==> src/hdl/lcp_pkg.sv <==
// Shared types and constants for the LFU put cache.
// Used by lcp_cell and lfu_cache_put; depends on nothing else.
`default_nettype none

package lcp_pkg;

   localparam int KEY_BITS       = 64;
   localparam int VALUE_BITS     = 64;
   localparam int HIT_BITS       = 32;
   localparam int REQ_TDATA_BITS = 128;
   localparam int RSP_TDATA_BITS = 168;

   // controller states
   typedef enum logic [1:0] {
      ST_IDLE,
      ST_SEARCH,
      ST_UPDATE
   } state_type;

   // what the update cycle does to the chain
   typedef enum logic [1:0] {
      KIND_HIT,
      KIND_FILL,
      KIND_EVICT
   } kind_type;

   // search flags carried cell to cell
   typedef struct packed {
      logic match_found;
      logic free_found;
   } acc_flags_type;

   // update command broadcast to every cell
   typedef struct packed {
      logic     do_update;
      kind_type kind;
   } upd_type;

endpackage

`default_nettype wire

==> src/hdl/lcp_cell.sv <==
// One cache slot of the LFU chain plus its stage of the search accumulator.
// Depends on lcp_pkg.
`default_nettype none

module lcp_cell #(
   parameter int IDX_BITS   = 3,
   parameter int COUNT_BITS = 16,
   parameter int CELL_INDEX = 0
) (
   input  wire logic                            clock,
   input  wire logic                            reset,
   input  wire logic [lcp_pkg::KEY_BITS-1:0]    search_key,
   input  wire logic [lcp_pkg::VALUE_BITS-1:0]  upd_value,
   input  wire lcp_pkg::upd_type                upd,
   input  wire logic [IDX_BITS-1:0]             upd_target,
   input  wire logic [IDX_BITS-1:0]             upd_old_rank,
   // accumulator from the previous cell
   input  wire lcp_pkg::acc_flags_type          acc_flags_in,
   input  wire logic [IDX_BITS-1:0]             match_idx_in,
   input  wire logic [IDX_BITS-1:0]             match_rank_in,
   input  wire logic [IDX_BITS-1:0]             free_idx_in,
   input  wire logic [IDX_BITS-1:0]             best_idx_in,
   input  wire logic [IDX_BITS-1:0]             best_rank_in,
   input  wire logic [COUNT_BITS-1:0]           best_count_in,
   input  wire logic [lcp_pkg::KEY_BITS-1:0]    best_key_in,
   input  wire logic [lcp_pkg::VALUE_BITS-1:0]  best_value_in,
   // registered accumulator to the next cell
   output lcp_pkg::acc_flags_type               acc_flags_out,
   output logic [IDX_BITS-1:0]                  match_idx_out,
   output logic [IDX_BITS-1:0]                  match_rank_out,
   output logic [IDX_BITS-1:0]                  free_idx_out,
   output logic [IDX_BITS-1:0]                  best_idx_out,
   output logic [IDX_BITS-1:0]                  best_rank_out,
   output logic [COUNT_BITS-1:0]                best_count_out,
   output logic [lcp_pkg::KEY_BITS-1:0]         best_key_out,
   output logic [lcp_pkg::VALUE_BITS-1:0]       best_value_out
);

   localparam logic [IDX_BITS-1:0] MY_INDEX = IDX_BITS'(CELL_INDEX);
   localparam logic [COUNT_BITS-1:0] COUNT_ONE = COUNT_BITS'(1);
   localparam logic [COUNT_BITS-1:0] COUNT_MAX = '1;

   // slot state
   logic                              valid_ff;
   logic                              valid_in;
   logic [lcp_pkg::KEY_BITS-1:0]      key_ff, key_in;
   logic [lcp_pkg::VALUE_BITS-1:0]    value_ff, value_in;
   logic [COUNT_BITS-1:0]             count_ff, count_in;
   logic [IDX_BITS-1:0]               rank_ff, rank_in;

   // accumulator stage
   lcp_pkg::acc_flags_type            acc_flags_ff, acc_flags_in_nxt;
   logic [IDX_BITS-1:0]               match_idx_ff, match_idx_in_nxt;
   logic [IDX_BITS-1:0]               match_rank_ff, match_rank_in_nxt;
   logic [IDX_BITS-1:0]               free_idx_ff, free_idx_in_nxt;
   logic [IDX_BITS-1:0]               best_idx_ff, best_idx_in_nxt;
   logic [IDX_BITS-1:0]               best_rank_ff, best_rank_in_nxt;
   logic [COUNT_BITS-1:0]             best_count_ff, best_count_in_nxt;
   logic [lcp_pkg::KEY_BITS-1:0]      best_key_ff, best_key_in_nxt;
   logic [lcp_pkg::VALUE_BITS-1:0]    best_value_ff, best_value_in_nxt;

   logic self_match;
   logic take_self;
   logic is_target;

   always_comb begin
      self_match = valid_ff && (key_ff == search_key);
      // first cell seeds the eviction candidate with itself
      take_self  = (CELL_INDEX == 0) || (count_ff < best_count_in) ||
                   ((count_ff == best_count_in) && (rank_ff > best_rank_in));

      acc_flags_in_nxt  = acc_flags_in;
      match_idx_in_nxt  = match_idx_in;
      match_rank_in_nxt = match_rank_in;
      free_idx_in_nxt   = free_idx_in;
      if (!acc_flags_in.match_found && self_match) begin
         acc_flags_in_nxt.match_found = 1'b1;
         match_idx_in_nxt             = MY_INDEX;
         match_rank_in_nxt            = rank_ff;
      end
      if (!acc_flags_in.free_found && !valid_ff) begin
         acc_flags_in_nxt.free_found = 1'b1;
         free_idx_in_nxt             = MY_INDEX;
      end

      if (take_self) begin
         best_idx_in_nxt   = MY_INDEX;
         best_rank_in_nxt  = rank_ff;
         best_count_in_nxt = count_ff;
         best_key_in_nxt   = key_ff;
         best_value_in_nxt = value_ff;
      end else begin
         best_idx_in_nxt   = best_idx_in;
         best_rank_in_nxt  = best_rank_in;
         best_count_in_nxt = best_count_in;
         best_key_in_nxt   = best_key_in;
         best_value_in_nxt = best_value_in;
      end
   end

   always_comb begin
      is_target = (upd_target == MY_INDEX);
      valid_in  = valid_ff;
      key_in    = key_ff;
      value_in  = value_ff;
      count_in  = count_ff;
      rank_in   = rank_ff;
      if (upd.do_update) begin
         if (is_target) begin
            valid_in = 1'b1;
            key_in   = search_key;
            value_in = upd_value;
            rank_in  = '0;
            if (upd.kind == lcp_pkg::KIND_HIT) begin
               count_in = (count_ff == COUNT_MAX) ? count_ff : count_ff + COUNT_ONE;
            end else begin
               count_in = COUNT_ONE;
            end
         end else if (valid_ff &&
                      ((upd.kind == lcp_pkg::KIND_FILL) || (rank_ff < upd_old_rank))) begin
            // entries newer than the touched one age by one
            rank_in = rank_ff + IDX_BITS'(1);
         end
      end
   end

   always_ff @(posedge clock) begin
      if (reset) begin
         valid_ff <= 1'b0;
      end else begin
         valid_ff <= valid_in;
      end
   end

   always_ff @(posedge clock) begin
      key_ff         <= key_in;
      value_ff       <= value_in;
      count_ff       <= count_in;
      rank_ff        <= rank_in;
      acc_flags_ff   <= acc_flags_in_nxt;
      match_idx_ff   <= match_idx_in_nxt;
      match_rank_ff  <= match_rank_in_nxt;
      free_idx_ff    <= free_idx_in_nxt;
      best_idx_ff    <= best_idx_in_nxt;
      best_rank_ff   <= best_rank_in_nxt;
      best_count_ff  <= best_count_in_nxt;
      best_key_ff    <= best_key_in_nxt;
      best_value_ff  <= best_value_in_nxt;
   end

   assign acc_flags_out  = acc_flags_ff;
   assign match_idx_out  = match_idx_ff;
   assign match_rank_out = match_rank_ff;
   assign free_idx_out   = free_idx_ff;
   assign best_idx_out   = best_idx_ff;
   assign best_rank_out  = best_rank_ff;
   assign best_count_out = best_count_ff;
   assign best_key_out   = best_key_ff;
   assign best_value_out = best_value_ff;

endmodule

`default_nettype wire

==> src/hdl/lfu_cache_put.sv <==
// LFU put cache, top level: controller, result register and the row of cells.
// Depends on lcp_pkg and lcp_cell.
//
// Fully associative LFU cache taking put items (key, value). Each item returns one
// result: hit, evicted, victim key/value (zero unless evicted) and a saturating hit
// total. Every slot is a cell in a chain; the search for a match, a free slot and the
// eviction victim (lowest use count, least recent among ties) moves one cell per
// cycle, after which a single update writes all cells at once. A new item is taken
// only after the previous one has rippled through the whole chain and its update
// has fired; the update waits while a previous result has not been taken. No
// clearing pass follows reset.
`default_nettype none

module lfu_cache_put #(
   parameter int ENTRIES    = 8,
   parameter int COUNT_BITS = 16
) (
   input  wire logic                                clock,
   input  wire logic                                reset,
   input  wire logic                                req_tvalid,
   output logic                                     req_tready,
   // [63:0] key, [127:64] value
   input  wire logic [lcp_pkg::REQ_TDATA_BITS-1:0]  req_tdata,
   output logic                                     rsp_tvalid,
   input  wire logic                                rsp_tready,
   // [0] hit, [1] evicted, [65:2] victim_key, [129:66] victim_value,
   // [161:130] hits_so_far, [167:162] zero
   output logic [lcp_pkg::RSP_TDATA_BITS-1:0]       rsp_tdata
);

   localparam int IDX_BITS = (ENTRIES > 1) ? $clog2(ENTRIES) : 1;
   localparam logic [IDX_BITS-1:0] LAST_STEP = IDX_BITS'(ENTRIES - 1);
   localparam int RSP_USED = 2 + lcp_pkg::KEY_BITS + lcp_pkg::VALUE_BITS + lcp_pkg::HIT_BITS;
   localparam int RSP_PAD  = lcp_pkg::RSP_TDATA_BITS - RSP_USED;
   localparam logic [lcp_pkg::HIT_BITS-1:0] HIT_MAX = '1;

   lcp_pkg::state_type state_ff, state_in;
   logic [IDX_BITS-1:0] step_ff, step_in;

   logic [lcp_pkg::KEY_BITS-1:0]   key_ff, key_in;
   logic [lcp_pkg::VALUE_BITS-1:0] value_ff, value_in;
   logic [lcp_pkg::HIT_BITS-1:0]   hit_total_ff, hit_total_in;

   logic                            rsp_tvalid_ff, rsp_tvalid_in;
   logic                            rsp_hit_ff, rsp_hit_in;
   logic                            rsp_evicted_ff, rsp_evicted_in;
   logic [lcp_pkg::KEY_BITS-1:0]    rsp_vkey_ff, rsp_vkey_in;
   logic [lcp_pkg::VALUE_BITS-1:0]  rsp_vval_ff, rsp_vval_in;
   logic [lcp_pkg::HIT_BITS-1:0]    rsp_hits_ff, rsp_hits_in;

   logic req_accept;
   logic out_free;
   logic upd_fire;

   lcp_pkg::upd_type    upd;
   logic [IDX_BITS-1:0] upd_target;
   logic [IDX_BITS-1:0] upd_old_rank;

   // accumulator chain; element 0 feeds the first cell
   lcp_pkg::acc_flags_type          acc_flags  [ENTRIES+1];
   logic [IDX_BITS-1:0]             match_idx  [ENTRIES+1];
   logic [IDX_BITS-1:0]             match_rank [ENTRIES+1];
   logic [IDX_BITS-1:0]             free_idx   [ENTRIES+1];
   logic [IDX_BITS-1:0]             best_idx   [ENTRIES+1];
   logic [IDX_BITS-1:0]             best_rank  [ENTRIES+1];
   logic [COUNT_BITS-1:0]           best_count [ENTRIES+1];
   logic [lcp_pkg::KEY_BITS-1:0]    best_key   [ENTRIES+1];
   logic [lcp_pkg::VALUE_BITS-1:0]  best_value [ENTRIES+1];

   assign acc_flags[0]  = '0;
   assign match_idx[0]  = '0;
   assign match_rank[0] = '0;
   assign free_idx[0]   = '0;
   assign best_idx[0]   = '0;
   assign best_rank[0]  = '0;
   assign best_count[0] = '0;
   assign best_key[0]   = '0;
   assign best_value[0] = '0;

   for (genvar g = 0; g < ENTRIES; g++) begin : g_cell
      lcp_cell #(
         .IDX_BITS   (IDX_BITS),
         .COUNT_BITS (COUNT_BITS),
         .CELL_INDEX (g)
      ) u_cell (
         .clock          (clock),
         .reset          (reset),
         .search_key     (key_ff),
         .upd_value      (value_ff),
         .upd            (upd),
         .upd_target     (upd_target),
         .upd_old_rank   (upd_old_rank),
         .acc_flags_in   (acc_flags[g]),
         .match_idx_in   (match_idx[g]),
         .match_rank_in  (match_rank[g]),
         .free_idx_in    (free_idx[g]),
         .best_idx_in    (best_idx[g]),
         .best_rank_in   (best_rank[g]),
         .best_count_in  (best_count[g]),
         .best_key_in    (best_key[g]),
         .best_value_in  (best_value[g]),
         .acc_flags_out  (acc_flags[g+1]),
         .match_idx_out  (match_idx[g+1]),
         .match_rank_out (match_rank[g+1]),
         .free_idx_out   (free_idx[g+1]),
         .best_idx_out   (best_idx[g+1]),
         .best_rank_out  (best_rank[g+1]),
         .best_count_out (best_count[g+1]),
         .best_key_out   (best_key[g+1]),
         .best_value_out (best_value[g+1])
      );
   end

   assign out_free   = !rsp_tvalid_ff || rsp_tready;
   assign req_accept = req_tvalid && req_tready;

   // next state
   always_comb begin
      state_in = state_ff;
      unique case (state_ff)
         lcp_pkg::ST_IDLE: begin
            if (req_tvalid) state_in = lcp_pkg::ST_SEARCH;
         end
         lcp_pkg::ST_SEARCH: begin
            if (step_ff == LAST_STEP) state_in = lcp_pkg::ST_UPDATE;
         end
         lcp_pkg::ST_UPDATE: begin
            if (out_free) state_in = lcp_pkg::ST_IDLE;
         end
         default: state_in = lcp_pkg::ST_IDLE;
      endcase
   end

   // controller outputs
   always_comb begin
      req_tready = 1'b0;
      step_in    = '0;
      upd_fire   = 1'b0;
      unique case (state_ff)
         lcp_pkg::ST_IDLE:   req_tready = 1'b1;
         lcp_pkg::ST_SEARCH: step_in    = step_ff + IDX_BITS'(1);
         lcp_pkg::ST_UPDATE: upd_fire   = out_free;
         default:            req_tready = 1'b0;
      endcase
   end

   // decision from the end of the chain
   always_comb begin
      upd.do_update = upd_fire;
      priority if (acc_flags[ENTRIES].match_found) begin
         upd.kind     = lcp_pkg::KIND_HIT;
         upd_target   = match_idx[ENTRIES];
         upd_old_rank = match_rank[ENTRIES];
      end else if (acc_flags[ENTRIES].free_found) begin
         upd.kind     = lcp_pkg::KIND_FILL;
         upd_target   = free_idx[ENTRIES];
         upd_old_rank = '0;
      end else begin
         upd.kind     = lcp_pkg::KIND_EVICT;
         upd_target   = best_idx[ENTRIES];
         upd_old_rank = best_rank[ENTRIES];
      end
   end

   always_comb begin
      key_in         = req_accept ? req_tdata[63:0] : key_ff;
      value_in       = req_accept ? req_tdata[127:64] : value_ff;
      hit_total_in   = hit_total_ff;
      rsp_tvalid_in  = rsp_tvalid_ff && !rsp_tready;
      rsp_hit_in     = rsp_hit_ff;
      rsp_evicted_in = rsp_evicted_ff;
      rsp_vkey_in    = rsp_vkey_ff;
      rsp_vval_in    = rsp_vval_ff;
      rsp_hits_in    = rsp_hits_ff;
      if (upd.do_update) begin
         if ((upd.kind == lcp_pkg::KIND_HIT) && (hit_total_ff != HIT_MAX)) begin
            hit_total_in = hit_total_ff + lcp_pkg::HIT_BITS'(1);
         end
         rsp_tvalid_in  = 1'b1;
         rsp_hit_in     = (upd.kind == lcp_pkg::KIND_HIT);
         rsp_evicted_in = (upd.kind == lcp_pkg::KIND_EVICT);
         rsp_vkey_in    = (upd.kind == lcp_pkg::KIND_EVICT) ? best_key[ENTRIES] : '0;
         rsp_vval_in    = (upd.kind == lcp_pkg::KIND_EVICT) ? best_value[ENTRIES] : '0;
         rsp_hits_in    = hit_total_in;
      end
   end

   always_ff @(posedge clock) begin
      if (reset) begin
         state_ff      <= lcp_pkg::ST_IDLE;
         step_ff       <= '0;
         hit_total_ff  <= '0;
         rsp_tvalid_ff <= 1'b0;
      end else begin
         state_ff      <= state_in;
         step_ff       <= step_in;
         hit_total_ff  <= hit_total_in;
         rsp_tvalid_ff <= rsp_tvalid_in;
      end
   end

   always_ff @(posedge clock) begin
      key_ff         <= key_in;
      value_ff       <= value_in;
      rsp_hit_ff     <= rsp_hit_in;
      rsp_evicted_ff <= rsp_evicted_in;
      rsp_vkey_ff    <= rsp_vkey_in;
      rsp_vval_ff    <= rsp_vval_in;
      rsp_hits_ff    <= rsp_hits_in;
   end

   assign rsp_tvalid = rsp_tvalid_ff;
   assign rsp_tdata  = {{RSP_PAD{1'b0}}, rsp_hits_ff, rsp_vval_ff, rsp_vkey_ff,
                        rsp_evicted_ff, rsp_hit_ff};

`ifndef NO_ASSERTIONS
   a_accept_starts_search: assert property (@(posedge clock) disable iff (reset)
      req_accept |=> (state_ff == lcp_pkg::ST_SEARCH))
      else $error("accepted item did not start a search");

   a_update_gives_result: assert property (@(posedge clock) disable iff (reset)
      upd.do_update |=> (rsp_tvalid_ff && (state_ff == lcp_pkg::ST_IDLE)))
      else $error("update did not load a result");

   a_hit_excludes_evict: assert property (@(posedge clock) disable iff (reset)
      rsp_tvalid_ff |-> !(rsp_hit_ff && rsp_evicted_ff))
      else $error("result is both hit and eviction");

   a_victim_zero: assert property (@(posedge clock) disable iff (reset)
      (rsp_tvalid_ff && !rsp_evicted_ff) |-> ((rsp_vkey_ff == '0) && (rsp_vval_ff == '0)))
      else $error("victim fields set without eviction");

   a_hit_total_monotonic: assert property (@(posedge clock) disable iff (reset)
      !$past(reset) |-> (hit_total_ff >= $past(hit_total_ff)))
      else $error("hit total decreased");
`endif

endmodule

`default_nettype wire

==> config.mk <==
export PLATFORM = sky130hd
export DESIGN_NAME = lfu_cache_put
export DESIGN_NICKNAME = d
export VERILOG_FILES = /design/src/hdl/lcp_pkg.sv /design/src/hdl/lcp_cell.sv /design/src/hdl/lfu_cache_put.sv
export SDC_FILE = /design/constraint.sdc
export NUM_CORES = 2
export LEC_CHECK = 0
export BUFFER_PORTS_ARGS = -buffer_cell sky130_fd_sc_hd__clkbuf_2
export CAP_MARGIN = 20
export CELL_PAD_IN_SITES_DETAIL_PLACEMENT = 1
export CELL_PAD_IN_SITES_GLOBAL_PLACEMENT = 2
export CORE_MARGIN = 2
export CORE_UTILIZATION = 46
export CTS_CLUSTER_SIZE = 10
export DETAILED_ROUTE_END_ITERATION = 8
export PLACE_DENSITY = 0.85
export SYNTH_ARGS = -nofsm -noshare
export SYNTH_HDL_FRONTEND = slang
export SYNTH_SLANG_ARGS = --single-unit
==> constraint.sdc <==
create_clock -name clock -period 14.8 [get_ports clock]
set_input_delay 1.48 -clock clock [delete_from_list [all_inputs] [get_ports clock]]
set_output_delay 1.48 -clock clock [all_outputs]
set_load 0.03 [all_outputs]
=== Yosys cells after proc, flatten, opt, wreduce, memory -nomap -nowiden ===
Index checks and enable logic that the tools add are counted.

* Register bits: 2763
* Bits in latches: 0
* Memory bits (writable): 0
* Memory bits (read-only): 0
* Output and inout port bits: 170
* Word-level logic and storage cells: 400
* Memories: 0

* Add/subtract/negate cells: 18
* Multiply operators: 0
* Div/mod/pow operators: 0
* $lt $le $gt $ge: 22
* Equal/unequal tests: 47
* Shifts and indexed selects: 0
* Multiplexer cells: 69
* Bitwise logic cells: 1
* Reductions and logical operators: 116

{| class="wikitable"
|+ Operators with widths
! cell !! number
|-
| $mux W64 || 14
|-
| $eq A64 B64 Y1 || 8
|-
| $mux W16 || 14
|-
| $add A16 B1 Y16 const B || 8
|-
| $eq A16 B16 Y1 const B || 8
|-
| $eq A16 B16 Y1 || 7
|-
| $lt A16 B16 Y1 || 7
|-
| $mux W3 || 26
|-
| $logic_and A1 B1 Y1 || 40
|-
| $add A32 B1 Y32 const B || 1
|-
| $mux W32 || 1
|-
| $ne A32 B32 Y1 const B || 1
|-
| $reduce_and A2 Y1 || 16
|-
| $add A3 B1 Y3 const B || 9
|-
| $reduce_and A3 Y1 || 9
|-
| $lt A3 B3 Y1 || 8
|-
| $logic_not A1 Y1 || 23
|-
| $ne A2 B2 Y1 const B || 11
|-
| $gt A3 B3 Y1 || 7
|-
| $logic_or A1 B1 Y1 || 16
|-
| $reduce_bool A2 Y1 || 8
|-
| $eq A3 B3 Y1 const B || 5
|-
| $mux W2 || 5
|-
| $mux W1 || 8
|-
| other kinds (9) || 13
|}

=== Longest topological paths before layout ===
* Word-level depth: 7
* Gate-level depth with buffers: 11
* Depth with buffers taken out: 9

=== By module ===
A second synthesis with hierarchy kept.

* Cell total of the unflattened synthesis: 6396
* Area, all modules: 99584.3 um2

{| class="wikitable"
|+ Modules (own cells, without submodules)
! module !! instances !! cells an instance !! area each (um2) !! seq. area each (um2)
|-
| lcp_cell at g_cell[1].u_cell ... || 3 || 727 || 11224.5 || 7657.3
|-
| lcp_cell at g_cell[5].u_cell ... || 2 || 743 || 11208.2 || 7657.3
|-
| lfu_cache_put || 1 || 758 || 12137.9 || 9469.1
|-
| lcp_cell at g_cell[3].u_cell || 1 || 729 || 11227.0 || 7657.3
|-
| lcp_cell at g_cell[7].u_cell || 1 || 743 || 11207.0 || 7657.3
|-
| lcp_cell at g_cell[0].u_cell || 1 || 499 || 8922.3 || 7597.3
|}

=== Worst setup path before layout ===
OpenSTA, ideal clock, no wires.

* Path type: input -> register
* From: input rsp_tready
* To: register g_cell[3].u_cell.count_ff[0] (enable)
* Data arrival time: 11.835 ns
* Required time: 14.424 ns
* Path slack: 2.589 ns
* Cell stages on the path: 4
* Buffers on the path: 0
* Cell sequence: nand2b_1 > nand2_1 > nor3_1 > o31a_1

* Word-level cells in the longest chain between the ends: 3

{| class="wikitable"
|+ RTL lines
! element !! line !! source
|-
| start, declared || lfu_cache_put.sv:25 || <nowiki>input wire logic rsp_tready,</nowiki>
|-
| $logic_or A1 B1 Y1 || lfu_cache_put.sv:114 || <nowiki>assign out_free = !rsp_tvalid_ff || rsp_tready;</nowiki>
|-
| $mux W1 || lfu_cache_put.sv:139 || <nowiki>unique case (state_ff)</nowiki>
|-
| $reduce_and A3 Y1 (no line) || n/a ||
|-
| end signal, assigned || lcp_cell.sv:138 || <nowiki>count_ff <= count_in;</nowiki>
|-
| end, declared || lcp_cell.sv:48 || <nowiki>logic [COUNT_BITS-1:0] count_ff, count_in;</nowiki>
|}

Every way passes these cells.
A chain may end at the register's enable or synchronous reset.

=== Final worst setup path ===
* From: register g_cell[4].u_cell.count_ff[13]
* To: register g_cell[4].u_cell.best_key_ff, in the netlist g_cell[4].u_cell.best_key_out[5]

* Word-level cells in the longest chain between the ends: 4
* Elaborated cells between the ends (all ways): 5

{| class="wikitable"
|+ RTL lines
! element !! line !! source
|-
| start, declared || lcp_cell.sv:48 ||
|-
| start signal, assigned || lcp_cell.sv:138 ||
|-
| parallel branches: the longest is 2 deep, another holds $lt A16 B16 Y1 || n/a ||
|-
| $logic_or A1 B1 Y1 * || lcp_cell.sv:69 || <nowiki>take_self = (CELL_INDEX == 0) || (count_ff < best_count_in) ||</nowiki>
|-
| $mux W64 * || lcp_cell.sv:86 || <nowiki>if (take_self) begin</nowiki>
|-
| net g_cell[4].u_cell.best_key_in_nxt (one bit) || lcp_cell.sv:59 || <nowiki>logic [lcp_pkg::KEY_BITS-1:0] best_key_ff, best_key_in_nxt;</nowiki>
|-
| end signal, assigned || lcp_cell.sv:147 || <nowiki>best_key_ff <= best_key_in_nxt;</nowiki>
|-
| end, declared || lcp_cell.sv:59 ||
|}

Mark *: on every way through the listed nets, which the timed path passes.

==> results.sh <==
export IMPL_areaGrowthSynthToFinish_pct=14.66
export IMPL_syn_inst=6333
export IMPL_cp_common_cell="buf_4"
export IMPL_worstPathArrival_ns=5.20
export IMPL_critical_path_class="flip-flop to flip-flop"
export IMPL_yosys_warnings=0
export IMPL_ant_nets=0
export IMPL_power_density_nw_per_um2=139.3
export IMPL_cts_setup_buffers=0
export IMPL_grt_max_degree=103
export IMPL_row_count=169
export IMPL_max_stage_delay_ns=0.80
export IMPL_cts_tree="done"
export IMPL_syn_avg_cell_area_um2=15.54
export IMPL_maxSlewViolCount=0
export IMPL_status="complete, no violations"
export IMPL_io_pins=302
export IMPL_hold_violations=0
export IMPL_gp_congestion=0.9641
export IMPL_grt_antenna_before_repair=26
export IMPL_drt_iter0_drc=4714
export IMPL_fin_crit_ns=4.432
export IMPL_drt_first_pass_iters=5
export IMPL_totalWireLength_um=286900
export IMPL_p_leak_uw=0.04170
export IMPL_post_place_ws_ns=9.652
export IMPL_synthTopCellsByCount="edfxtp_1, dfxtp_1, mux2_2"
export IMPL_crit_slowest_cell="buf_4"
export IMPL_wl_per_cell_um=28.96
export IMPL_ys_types=67
export IMPL_cts_resized=0
export IMPL_multi_input_area_um2=26560
export IMPL_synthTopCellsByArea="edfxtp_1, dfxtp_1, mux2_2"
export IMPL_cts_hold_buf=0
export IMPL_fin_skew_ns=0.08445
export IMPL_clk_root_buffer_cell="clkbuf_16"
export IMPL_setup_viol=0
export IMPL_cts_buffer_depth=4
export IMPL_insertion_delay_ns=0.97
export IMPL_cap_viol_max_count=0
export IMPL_hp_class="flip-flop to flip-flop"
export IMPL_critical_path_max_fanout=50
export IMPL_startpoint_type="flip-flop"
export IMPL_dp_hpwl_um=188200
export IMPL_drc=0
export IMPL_grt_util_all_layers_pct=26.18
export IMPL_finalCritPeriodShare_pct=29.94
export IMPL_grt_pass1_vias=56990
export IMPL_io_buffers=295
export IMPL_numClockSinks=2763
export IMPL_via_per_inst=5.430
export IMPL_synthArstFlopShare_pct=0
export IMPL_path_clk_slew_ns=0.05
export IMPL_worstMarginPinSlew_ns=1.303
export IMPL_die_h_um=466.6
export IMPL_start_util_pct=46.32
export IMPL_synth_edf_count=1466
export IMPL_yosysTopAreaCell="edfxtp_1"
export IMPL_htree_levels=5
export IMPL_die_w_um=466.6
export IMPL_maxSlewHeadroom_pct=12.33
export IMPL_core_area_um2=212500
export IMPL_final_nets=7118
export IMPL_seqCellArea_um2=69990
export IMPL_worstPathRequired_ns=15.57
export IMPL_irDropWorstVdd_uv=131.0
export IMPL_yosysTopAreaCellShare_pct=44.72
export IMPL_crit_chain="ha_1, nand4_1, nor3_1, a2111oi_0, a21oi_4, buf_4, buf_4, mux2_2"
export IMPL_grt_pass1_wl_um=413500
export IMPL_grt_overflow=0
export IMPL_yosysSeqAreaShare_pct=71.10
export IMPL_syn_area_um2=98440
export IMPL_fillCellCount=19970
export IMPL_ys_ff_latch=2763
export IMPL_tns_ns=0
export IMPL_drive_gt1_share_pct=25.92
export IMPL_die_area_um2=217700
export IMPL_setup_ws_ns=10.37
export IMPL_cts_buffers=333
export IMPL_rsz0062_at_grt="no"
export IMPL_end_kind="flip-flop"
export IMPL_synth_most_common_cell="edfxtp_1"
export IMPL_fmax_ghz=0.2257
export IMPL_num_vias=53790
export IMPL_ys_flop_type="edfxtp_1"
==> placed cells by master (no fill, tap or decap), types with 7 or more instances in the layout <==
| cell type | Yosys | routed |
|---|---|---|
| edfxtp_1 | 1466 | 1466 |
| dfxtp_1 | 1297 | 1296 |
| mux2_2 | 1027 | 1027 |
| clkbuf_16 | 0 | 339 |
| xor2_1 | 296 | 296 |
| clkbuf_2 | 0 | 295 |
| xnor2_1 | 250 | 250 |
| and2_1 | 238 | 237 |
| inv_1 | 229 | 220 |
| clkbuf_1 | 157 | 212 |
| ha_1 | 160 | 160 |
| nor2_1 | 118 | 117 |
| nand4_1 | 114 | 114 |
| nand2_1 | 113 | 112 |
| nand3_1 | 100 | 100 |
| buf_4 | 13 | 100 |
| nor4_1 | 82 | 81 |
| a21oi_1 | 71 | 68 |
| nor2b_1 | 62 | 62 |
| o21ai_0 | 58 | 58 |
| nand2b_1 | 52 | 52 |
| and3_1 | 36 | 36 |
| or3_1 | 29 | 29 |
| o22ai_1 | 28 | 28 |
| nor3_1 | 24 | 23 |
| a21boi_0 | 23 | 23 |
| a21o_1 | 22 | 22 |
| o2bb2ai_1 | 21 | 21 |
| diode_2 | 0 | 19 |
| a22o_1 | 15 | 15 |
| inv_6 | 0 | 14 |
| or2_2 | 13 | 13 |
| clkbuf_8 | 0 | 13 |
| and4_1 | 11 | 11 |
| or4_1 | 11 | 11 |
| mux2i_1 | 10 | 10 |
| a221oi_1 | 10 | 10 |
| a2111oi_0 | 9 | 9 |
| maj3_1 | 8 | 8 |
| o2111ai_1 | 7 | 7 |
==> registers in the layout, summed over array words and instances (netlist names), 32 cells and up <==
register,cells
value_ff,64
rsp_vkey_ff,64
key_ff,64
rsp_hits_ff,32
g_cell.u_cell.key_ff,448
g_cell.u_cell.best_value_out,512
rsp_vval_ff,64
g_cell.u_cell.count_ff,112
g_cell.u_cell.best_key_out,512
g_cell.u_cell.best_count_out,112
hit_total_ff,32
g_cell.u_cell.value_ff,448
g_cell.u_cell.best_value_in_nxt,64
g_cell.u_cell.best_key_in_nxt,64
==> stage by stage <==
stage / power [uW] / util (%) / hold slack, ns / instances / area, um2
final: 15730 / 53.11 / 0.3105 / 9907 / 112900
after global routing: 16130 / 53.11 / 0.3101 / 9903 / 112900
after CTS: 15820 / 53.09 / 0.3111 / 9888 / 112800
after detailed placement: 8511 / 48.59 / 0.3279 / 9312 / 103300
after global placement: 8507 / 48.58 / 0.3236 / 9310 / 103200
after floorplan: 8360 / - / 0.3233 / 6338 / 98460
==> worst max-delay path: cells and delay by family (launching register included) <==
| family | cells | cell delay [ns] |
|---|---|---|
| and+or+nand+nor | 2 | 0.50 |
| adders and majority gates | 1 | 0.35 |
| DFF | 1 | 0.47 |
| buffers and inverters | 2 | 1.56 |
| muxes | 1 | 0.42 |
| AOI/OAI and AO/OA | 2 | 0.78 |
==> routing by layer <==
| layer | GRT usage [%] | up-vias | wire (um) | share of wire, % |
|---|---|---|---|---|
| met3 | 4.181 | 423 | 16320 | 5.7 |
| met4 | 8.046 | 10 | 8653 | 3.0 |
| met2 | 42.87 | 1655 | 136900 | 48 |
| met5 | 0 | - | 69 | 0.024 |
| met1 | 35.81 | 27940 | 125000 | 44 |
| li1 | - | 23770 | - | - |
==> power by group <==
| part | switching (uW) | internal, uW | leakage, uW |
|---|---|---|---|
| Clock | 3060 | 4310 | 0.00457 |
| Combinational | 172 | 59.5 | 0.0126 |
| Sequential | 51.6 | 8070 | 0.0246 |
| Total | 3290 | 12400 | 0.0417 |
==> logic make-up (layout without fill, tap and decap cells) <==
kind of cell	count (synthesis)	count (layout)	share of synthesized area, %
AO/OA/AOI/OAI	327	327	2.265
XOR/XNOR	546	546	4.858
adder cells (fa/ha/maj)	168	168	2.115
buffers and inverters	477	1206	2.029
flip-flops	2763	2763	71.10
multiplexers	1040	1040	11.90
other	1	25	0.003809
AND/OR/NAND/NOR	1011	1011	5.737
==> final cells by class <==
| cell class | instances | share of cell area, % |
|---|---|---|
| inverter | 232 | 0.8181 |
| sequential | 2763 | 62.01 |
| multi-input combinational | 3098 | 23.53 |
| tap | 2821 | 3.127 |
| clock buffer | 564 | 8.380 |
| clock inverter | 12 | 0.09201 |
| antenna | 19 | 0.04213 |
| timing repair buffer | 398 | 2.000 |
==> worst paths after layout <==
kind / from / to / slack (ns) / cells past startpoint
worst max register to register: g_cell[4].u_cell.count_ff[13]$_SDFFCE_PN0P_ / g_cell[4].u_cell.best_key_out[5]$_DFF_P_ / 10.37 / 8
worst min register to register: g_cell[0].u_cell.best_value_in_nxt[13]$_DFFE_PP_ / g_cell[0].u_cell.best_value_out[13]$_DFF_P_ / 0.31 / 0
worst min-delay path: g_cell[0].u_cell.best_value_in_nxt[13]$_DFFE_PP_ / g_cell[0].u_cell.best_value_out[13]$_DFF_P_ / 0.31 / 0
worst max-delay path: g_cell[4].u_cell.count_ff[13]$_SDFFCE_PN0P_ / g_cell[4].u_cell.best_key_out[5]$_DFF_P_ / 10.37 / 8
(Power assumes the default switching activity.)
